### src/rtl/mcpid_pkg.sv
// ----------------------------------------------------------------------------
// mcpid_pkg
// Shared types, codes and constants of the multi-channel PID controller.
// ----------------------------------------------------------------------------
package mcpid_pkg;

  // time step clamp and fixed-point one
  localparam logic [15:0] DT_MIN  = 16'd33;
  localparam logic [15:0] DT_MAX  = 16'd6554;
  localparam logic [16:0] ONE_Q16 = 17'd65536;
  localparam logic [31:0] CNT_MAX = 32'hFFFF_FFFF;

  // configuration register indexes
  localparam logic [2:0] REG_PROP_GAIN   = 3'd0;
  localparam logic [2:0] REG_INTEG_GAIN  = 3'd1;
  localparam logic [2:0] REG_DERIV_GAIN  = 3'd2;
  localparam logic [2:0] REG_INTEG_LIMIT = 3'd3;
  localparam logic [2:0] REG_OUT_LOW     = 3'd4;
  localparam logic [2:0] REG_OUT_HIGH    = 3'd5;
  localparam logic [2:0] REG_DERIV_ALPHA = 3'd6;
  localparam logic [2:0] REG_SLEW_LIMIT  = 3'd7;

  // datapath operations issued by the controller
  typedef enum logic [4:0] {
    OP_NONE,
    OP_LOAD,
    OP_MUL_ID,
    OP_INTEG,
    OP_ACC0,
    OP_SUM0,
    OP_SUM1,
    OP_MUL_RH,
    OP_ACC1,
    OP_ACC2,
    OP_DERIV,
    OP_MUL_D,
    OP_SUM2,
    OP_LIMIT,
    OP_FINISH,
    OP_CLEAR,
    OP_BADCH,
    OP_EOVF
  } op_e;

  typedef struct packed {
    op_e op;
  } cmd_t;

  typedef struct packed {
    logic accept;
    logic clr;
    logic bad;
    logic eovf;
    logic div_done;
    logic out_empty;
  } status_t;

  // counter increment that stops at all ones
  function automatic logic [31:0] sat_inc(input logic [31:0] v, input logic [1:0] n);
    logic [33:0] s;
    s = {2'b00, v} + {32'd0, n};
    return (s > {2'b00, CNT_MAX}) ? CNT_MAX : s[31:0];
  endfunction

endpackage

### src/rtl/mcpid_ctrl.sv
// ----------------------------------------------------------------------------
// mcpid_ctrl
// Sequencer that steps the datapath through one channel update.
// ----------------------------------------------------------------------------
module mcpid_ctrl (
  input  logic               clk_i,
  input  logic               rst_ni,
  input  mcpid_pkg::status_t status_i,
  output mcpid_pkg::cmd_t    cmd_o,
  output logic               in_ready_o
);
  import mcpid_pkg::*;

  typedef enum logic [4:0] {
    ST_IDLE, ST_LOAD, ST_DISP, ST_MUL_ID, ST_INTEG, ST_ACC0, ST_SUM0, ST_SUM1,
    ST_DWAIT, ST_MUL_RH, ST_ACC1, ST_ACC2, ST_DERIV, ST_MUL_D, ST_SUM2,
    ST_LIMIT, ST_OWAIT, ST_FINISH, ST_SWAIT, ST_SPECIAL
  } state_e;

  state_e state_q, state_d;
  logic   ready_q;

  // next state
  always_comb begin
    state_d = state_q;
    case (state_q)
      ST_IDLE:    if (status_i.accept) state_d = ST_LOAD;
      ST_LOAD:    state_d = ST_DISP;
      ST_DISP: begin
        if (status_i.clr || status_i.bad || status_i.eovf) state_d = ST_SWAIT;
        else state_d = ST_MUL_ID;
      end
      ST_MUL_ID:  state_d = ST_INTEG;
      ST_INTEG:   state_d = ST_ACC0;
      ST_ACC0:    state_d = ST_SUM0;
      ST_SUM0:    state_d = ST_SUM1;
      ST_SUM1:    state_d = ST_DWAIT;
      ST_DWAIT:   if (status_i.div_done) state_d = ST_MUL_RH;
      ST_MUL_RH:  state_d = ST_ACC1;
      ST_ACC1:    state_d = ST_ACC2;
      ST_ACC2:    state_d = ST_DERIV;
      ST_DERIV:   state_d = ST_MUL_D;
      ST_MUL_D:   state_d = ST_SUM2;
      ST_SUM2:    state_d = ST_LIMIT;
      ST_LIMIT:   state_d = ST_OWAIT;
      ST_OWAIT:   if (status_i.out_empty) state_d = ST_FINISH;
      ST_FINISH:  state_d = ST_IDLE;
      ST_SWAIT:   if (status_i.out_empty) state_d = ST_SPECIAL;
      ST_SPECIAL: state_d = ST_IDLE;
      default:    state_d = ST_IDLE;
    endcase
  end

  // state and input ready
  always_ff @(posedge clk_i or negedge rst_ni) begin
    if (!rst_ni) begin
      state_q <= ST_IDLE;
      ready_q <= 1'b1;
    end else begin
      state_q <= state_d;
      ready_q <= state_d == ST_IDLE;
    end
  end

  // datapath command for the current step
  always_comb begin
    cmd_o.op = OP_NONE;
    case (state_q)
      ST_LOAD:   cmd_o.op = OP_LOAD;
      ST_MUL_ID: cmd_o.op = OP_MUL_ID;
      ST_INTEG:  cmd_o.op = OP_INTEG;
      ST_ACC0:   cmd_o.op = OP_ACC0;
      ST_SUM0:   cmd_o.op = OP_SUM0;
      ST_SUM1:   cmd_o.op = OP_SUM1;
      ST_MUL_RH: cmd_o.op = OP_MUL_RH;
      ST_ACC1:   cmd_o.op = OP_ACC1;
      ST_ACC2:   cmd_o.op = OP_ACC2;
      ST_DERIV:  cmd_o.op = OP_DERIV;
      ST_MUL_D:  cmd_o.op = OP_MUL_D;
      ST_SUM2:   cmd_o.op = OP_SUM2;
      ST_LIMIT:  cmd_o.op = OP_LIMIT;
      ST_FINISH: cmd_o.op = OP_FINISH;
      ST_SPECIAL: begin
        if (status_i.clr) cmd_o.op = OP_CLEAR;
        else if (status_i.bad) cmd_o.op = OP_BADCH;
        else cmd_o.op = OP_EOVF;
      end
      default:   cmd_o.op = OP_NONE;
    endcase
  end

  assign in_ready_o = ready_q;

endmodule

### config.mk
export PLATFORM = sky130hd
export DESIGN_NAME = mcpid_ctrl
export DESIGN_NICKNAME = d
export VERILOG_FILES = /design/src/rtl/mcpid_pkg.sv /design/src/rtl/mcpid_ctrl.sv
export SDC_FILE = /design/constraint.sdc
export NUM_CORES = 1
export LEC_CHECK = 0
export ABC_AREA = 1
export BUFFER_PORTS_ARGS = -buffer_cell sky130_fd_sc_hd__buf_2
export CELL_PAD_IN_SITES_DETAIL_PLACEMENT = 1
export CELL_PAD_IN_SITES_GLOBAL_PLACEMENT = 1
export CORE_MARGIN = 2
export CORE_UTILIZATION = 31
export CTS_BUF_LIST = sky130_fd_sc_hd__clkbuf_4 sky130_fd_sc_hd__clkbuf_8 sky130_fd_sc_hd__clkbuf_16
export CTS_CLUSTER_SIZE = 14
export DETAILED_ROUTE_END_ITERATION = 6
export PLACE_DENSITY = 0.81
export SLEW_MARGIN = 40
export SYNTH_ARGS = -nofsm -noshare
export SYNTH_HDL_FRONTEND = slang
export SYNTH_SLANG_ARGS = --single-unit
### constraint.sdc
create_clock -name clk_i -period 1.4 [get_ports clk_i]
set_input_delay 0.21 -clock clk_i [delete_from_list [all_inputs] [get_ports clk_i]]
set_output_delay 0.21 -clock clk_i [all_outputs]
set_load 0.02 [all_outputs]
Word level (Yosys, flattened, before mapping)
Cells that the tools add are included.
Word-level totals
  bits in registers: 6
  bits of input ports: 8
  logic and storage cells: 34
  output and inout bits: 6
Operators by class
  equality and inequality tests: 19
  muxes and demuxes: 9
  reduce and logical (&&, ||, !) cells: 4
Operator list (count)
  $pmux 5 s18: 1
  $pmux 5 s15: 1
  $eq 5x4->1 const B: 8
  $mux 5: 6
  $eq 5x3->1 const B: 4
  $eq 5x5->1 const B: 4
  $eq 5x2->1 const B: 2
  $logic_not 5->1: 2
  $eq 5x1->1 const B: 1
  $logic_or 1x1->1: 2
  $mux 1: 1

Logic depth before layout (Yosys ltp)
  depth in word-level cells: 5
  gate-level depth with buffers: 9
  depth with buffers taken out: 8

Worst setup path before layout
Ideal clock, no wire load.
  path type: reg-to-output
  from: register state_q[3]
  to: output cmd_o[4] (netlist bit)
  path slack: -0.134 ns
  stages on the path, launching flop included: 6
  data arrival time: 1.324 ns
  path buffers: 0
  required time: 1.190 ns
  cells stage by stage: dfrtp_1 > nor2_2 > inv_2 > nor2_2 > nand2_1 > nor3_1
RTL lines
  from (decl): line mcpid_ctrl.sv:20  | state_e state_q, state_d;
  from (signal assigned): line mcpid_ctrl.sv:60  | state_q <= state_d;
  to (decl): line mcpid_ctrl.sv:9  | output mcpid_pkg::cmd_t cmd_o,

==> results.json <==
{
  "status": "finished, violations left",
  "violations": "negative setup slack",
  "instances_no_fill": 177,
  "synthArstFlopShare_pct": 100,
  "hold_viol": 0,
  "r2r_end": "in_ready_o$_DFF_PN1_",
  "drtIter0Drc": 11,
  "grt_pass1_vias": 1055,
  "rsz0062_at_grt": "true",
  "grt_use_met2_pct": 51.4,
  "clk_pin_slew_ns": 0.05,
  "diodes": 0,
  "avgSynthCellArea_um2": 5.85,
  "cts_made_buffers": 3,
  "ys_seq_area_share_pct": 24.4,
  "initial_core_util_pct": 32.3,
  "ios": 14,
  "cp.arrival_ns": 1.59,
  "synth_most_common_cell": "nor2_1",
  "grt-ovfl-total": 0,
  "ys.warnings.count": 0,
  "cts_tree": "built",
  "worst_setup_path_start_kind": "flip-flop",
  "gp_congestion": 0.948,
  "p_sw_share_pct": 53.1,
  "grt_most_used_layer": "met2",
  "clkSinkCount": 6,
  "dp.final_hpwl_um": 1940,
  "routedWlPerCell_um": 21.0,
  "num_vias": 967,
  "nets": 159,
  "core_area_um2": 1920,
  "min_period_ns": 1.80,
  "maxCapViolCount": 0,
  "io_buffers": 13,
  "cts-root-buf": "clkbuf_4",
  "clkPwrFrac_pct": 6.6,
  "synth_top_family_by_area": "simple AND/OR/NAND/NOR gates",
  "layout-drive-gt1-share_pct": 65.3,
  "crit_type": "flip-flop to output pin",
  "endpoint_kind": "output pin",
  "powerDensity_nw_per_um2": 2360,
  "antenna_left": 0,
  "p_sw_mw": 1.58,
  "grtUsageMet3_pct": 1.85,
  "synth_area_leader_cell": "dfrtp_1",
  "p_leak_nw": 0.658,
  "critPathMaxFanout": 4,
  "synth-xor-area-share_pct": 0,
  "fin_ws_ns": -0.398,
  "htree_levels": 1,
  "dieArea_um2": 2380,
  "fin_skew_ns": 0.00444,
  "drc_errors": 0,
  "synthesis.nets": 114,
  "grt_max_degree": 11,
  "synthAdderAreaFrac_pct": 0,
  "clock_latency_ns": 0.25,
  "ys_types": 21,
  "clock.fmax_mhz": 556,
  "clockBufferDepth": 2,
  "track_usage_pct": 27.1,
  "worstReg2RegStart": "state_q[1]$_DFF_PN0_",
  "worstPathRequired_ns": 1.19,
  "synthMuxAreaShare_pct": 0,
  "placed_cells": 164,
  "r2r_slack_ns": -0.20,
  "die_h_um": 48.7,
  "grt_pass1_wl_um": 4950,
  "internal_power_mw": 1.39,
  "synth-compound-area-share_pct": 6.85,
  "pwr-share-comb_pct": 79.0,
  "tightest_slew_ns": 0.331,
  "grt_util_met1_pct": 31.0,
  "finalCritPeriodShare_pct": 128,
  "first_pass_iters": 4,
  "antenna_found_initial": 0,
  "num_rows": 16,
  "synth-edff-count": 0,
  "drv_slew": 0,
  "wirelength_um": 3720,
  "setup_violations": 10,
  "hold_class": "primary input to async pin",
  "area_growth_pct": 102,
  "via_per_inst": 5.46,
  "fp.dieW_um": 48.7,
  "ir_drop_mv": 1.39,
  "ys_ff_latch": 6,
  "synth_common_cells": "nor2_1 (26), nand2_1 (20), nand3_1 (10), inv_1 (9)",
  "reg2regPathDepth": 8,
  "synthesis.area_um2": 621,
  "synth_top_area_share_pct": 20.2,
  "dp_worst_setup_slack_ns": -0.195,
  "relSlewSlack_pct": 77.7,
  "seq_power_share_pct": 14.3,
  "synth-simple-area-share_pct": 57.9,
  "synth_flop_cell": "dfrtp_1",
  "syn_inst": 106,
  "synth.area.top_cells": "dfrtp_1 (20%), nor2_1 (16%), nand2_1 (12%)"
}
[registers in the layout, indices dropped and copies added, names as in the netlist]
signal,cells
in_ready_o,1
state_q,5
[cell families (layout without fill, tap and decap cells)]
kind of cell,after synthesis,count (layout)
flip-flops,6,6
buffers and inverters,16,60
AO/OA/AOI/OAI,7,7
AND/OR/NAND/NOR,77,77
[per-layer routing]
layer,vias to the layer above,share of wire (%)
li1,430,-
met1,485,41
met2,38,52
met3,14,2.5
met4,0,4.4
met5,-,0
[power groups by stage]
stage               Sequential [mW]  Clock [mW]  Combinational [mW]
floorplan                     0.335           0               0.856
global placement              0.362           0                1.37
detailed placement            0.370           0                1.43
CTS                           0.380       0.206                1.85
global route                  0.429       0.213                2.45
finish                        0.426       0.197                2.34
[worst max-delay path by stage]
| stage | to | depth (start not counted) | startpoint | slack [ns] |
|---|---|---|---|---|
| finish | cmd_o[3] | 8 | state_q[3]$_DFF_PN0_ | -0.40 |
| global route | cmd_o[3] | 8 | state_q[3]$_DFF_PN0_ | -0.47 |
| CTS | cmd_o[2] | 7 | state_q[2]$_DFF_PN0_ | -0.36 |
| detailed placement | cmd_o[2] | 8 | state_q[0]$_DFF_PN0_ | -0.19 |
| global placement | cmd_o[3] | 8 | state_q[3]$_DFF_PN0_ | -0.10 |
| floorplan | cmd_o[2] | 7 | state_q[3]$_DFF_PN0_ | -0.03 |
[worst max-delay path: stages, from the launching register on]
cell and delay [ns]:
dfrtp_2 0.46, nor2_4 0.15, inv_2 0.07, nor2_4 0.10, nand2_2 0.11, a21oi_4 0.17, nor2_2 0.08, nand3_2 0.07
buf_6 0.12
[layout by cell type (no fill, tap or decap)]
master,instances
o21bai_2,1
buf_4,21
nand3_2,4
o21ai_0,1
inv_2,4
dfstp_2,1
nand3_4,2
inv_4,2
nand2_4,4
nor3_1,1
inv_1,8
dfrtp_1,1
nand2_1,15
dlygate4sd3_1,1
nand3_1,5
nand4_1,6
or2_0,1
buf_12,1
nor2_2,10
nand2_8,1
nor2_4,12
a21oi_4,1
nor2_1,11
nor3_2,2
buf_2,8
a41oi_1,1
buf_6,11
o21ai_2,2
clkbuf_4,4
dfrtp_2,4
nand2_2,2
o22ai_4,1
or2_1,1
[layout make-up]
type / instances / area [um^2]
clock buffer: 4 / 30.0
sequential: 6 / 156
fill: 235 / 666
inverter: 14 / 57.6
multi-input combinational: 84 / 627
timing repair buffer: 42 / 352
tap: 27 / 33.8
[per-stage QoR]
stage | cell area [um^2] | TNS, ns | hold slack [ns] | util [%] | total power, mW
2_1_floorplan | 636 | -0.0545 | -0.0856 | - | 1.19
3_3_place_gp | 870 | -0.444 | 0.0353 | 45.2 | 1.73
3_5_place_dp | 870 | -1.09 | 0.0421 | 45.2 | 1.80
4_1_cts | 1090 | -2.01 | 0.300 | 56.6 | 2.43
5_1_grt | 1260 | -2.95 | 0.339 | 65.4 | 3.09
6_report | 1260 | -2.44 | 0.331 | 65.4 | 2.97
[timing repair]
action	4_1_cts	5_1_grt
buffers inserted	7	2
gates resized for setup	35	41
pin swaps	7	16
endpoints found under the setup margin	11	11
hold endpoints to repair	6	0
hold buffers	1	0
Power figures use the tool's default switching activity.
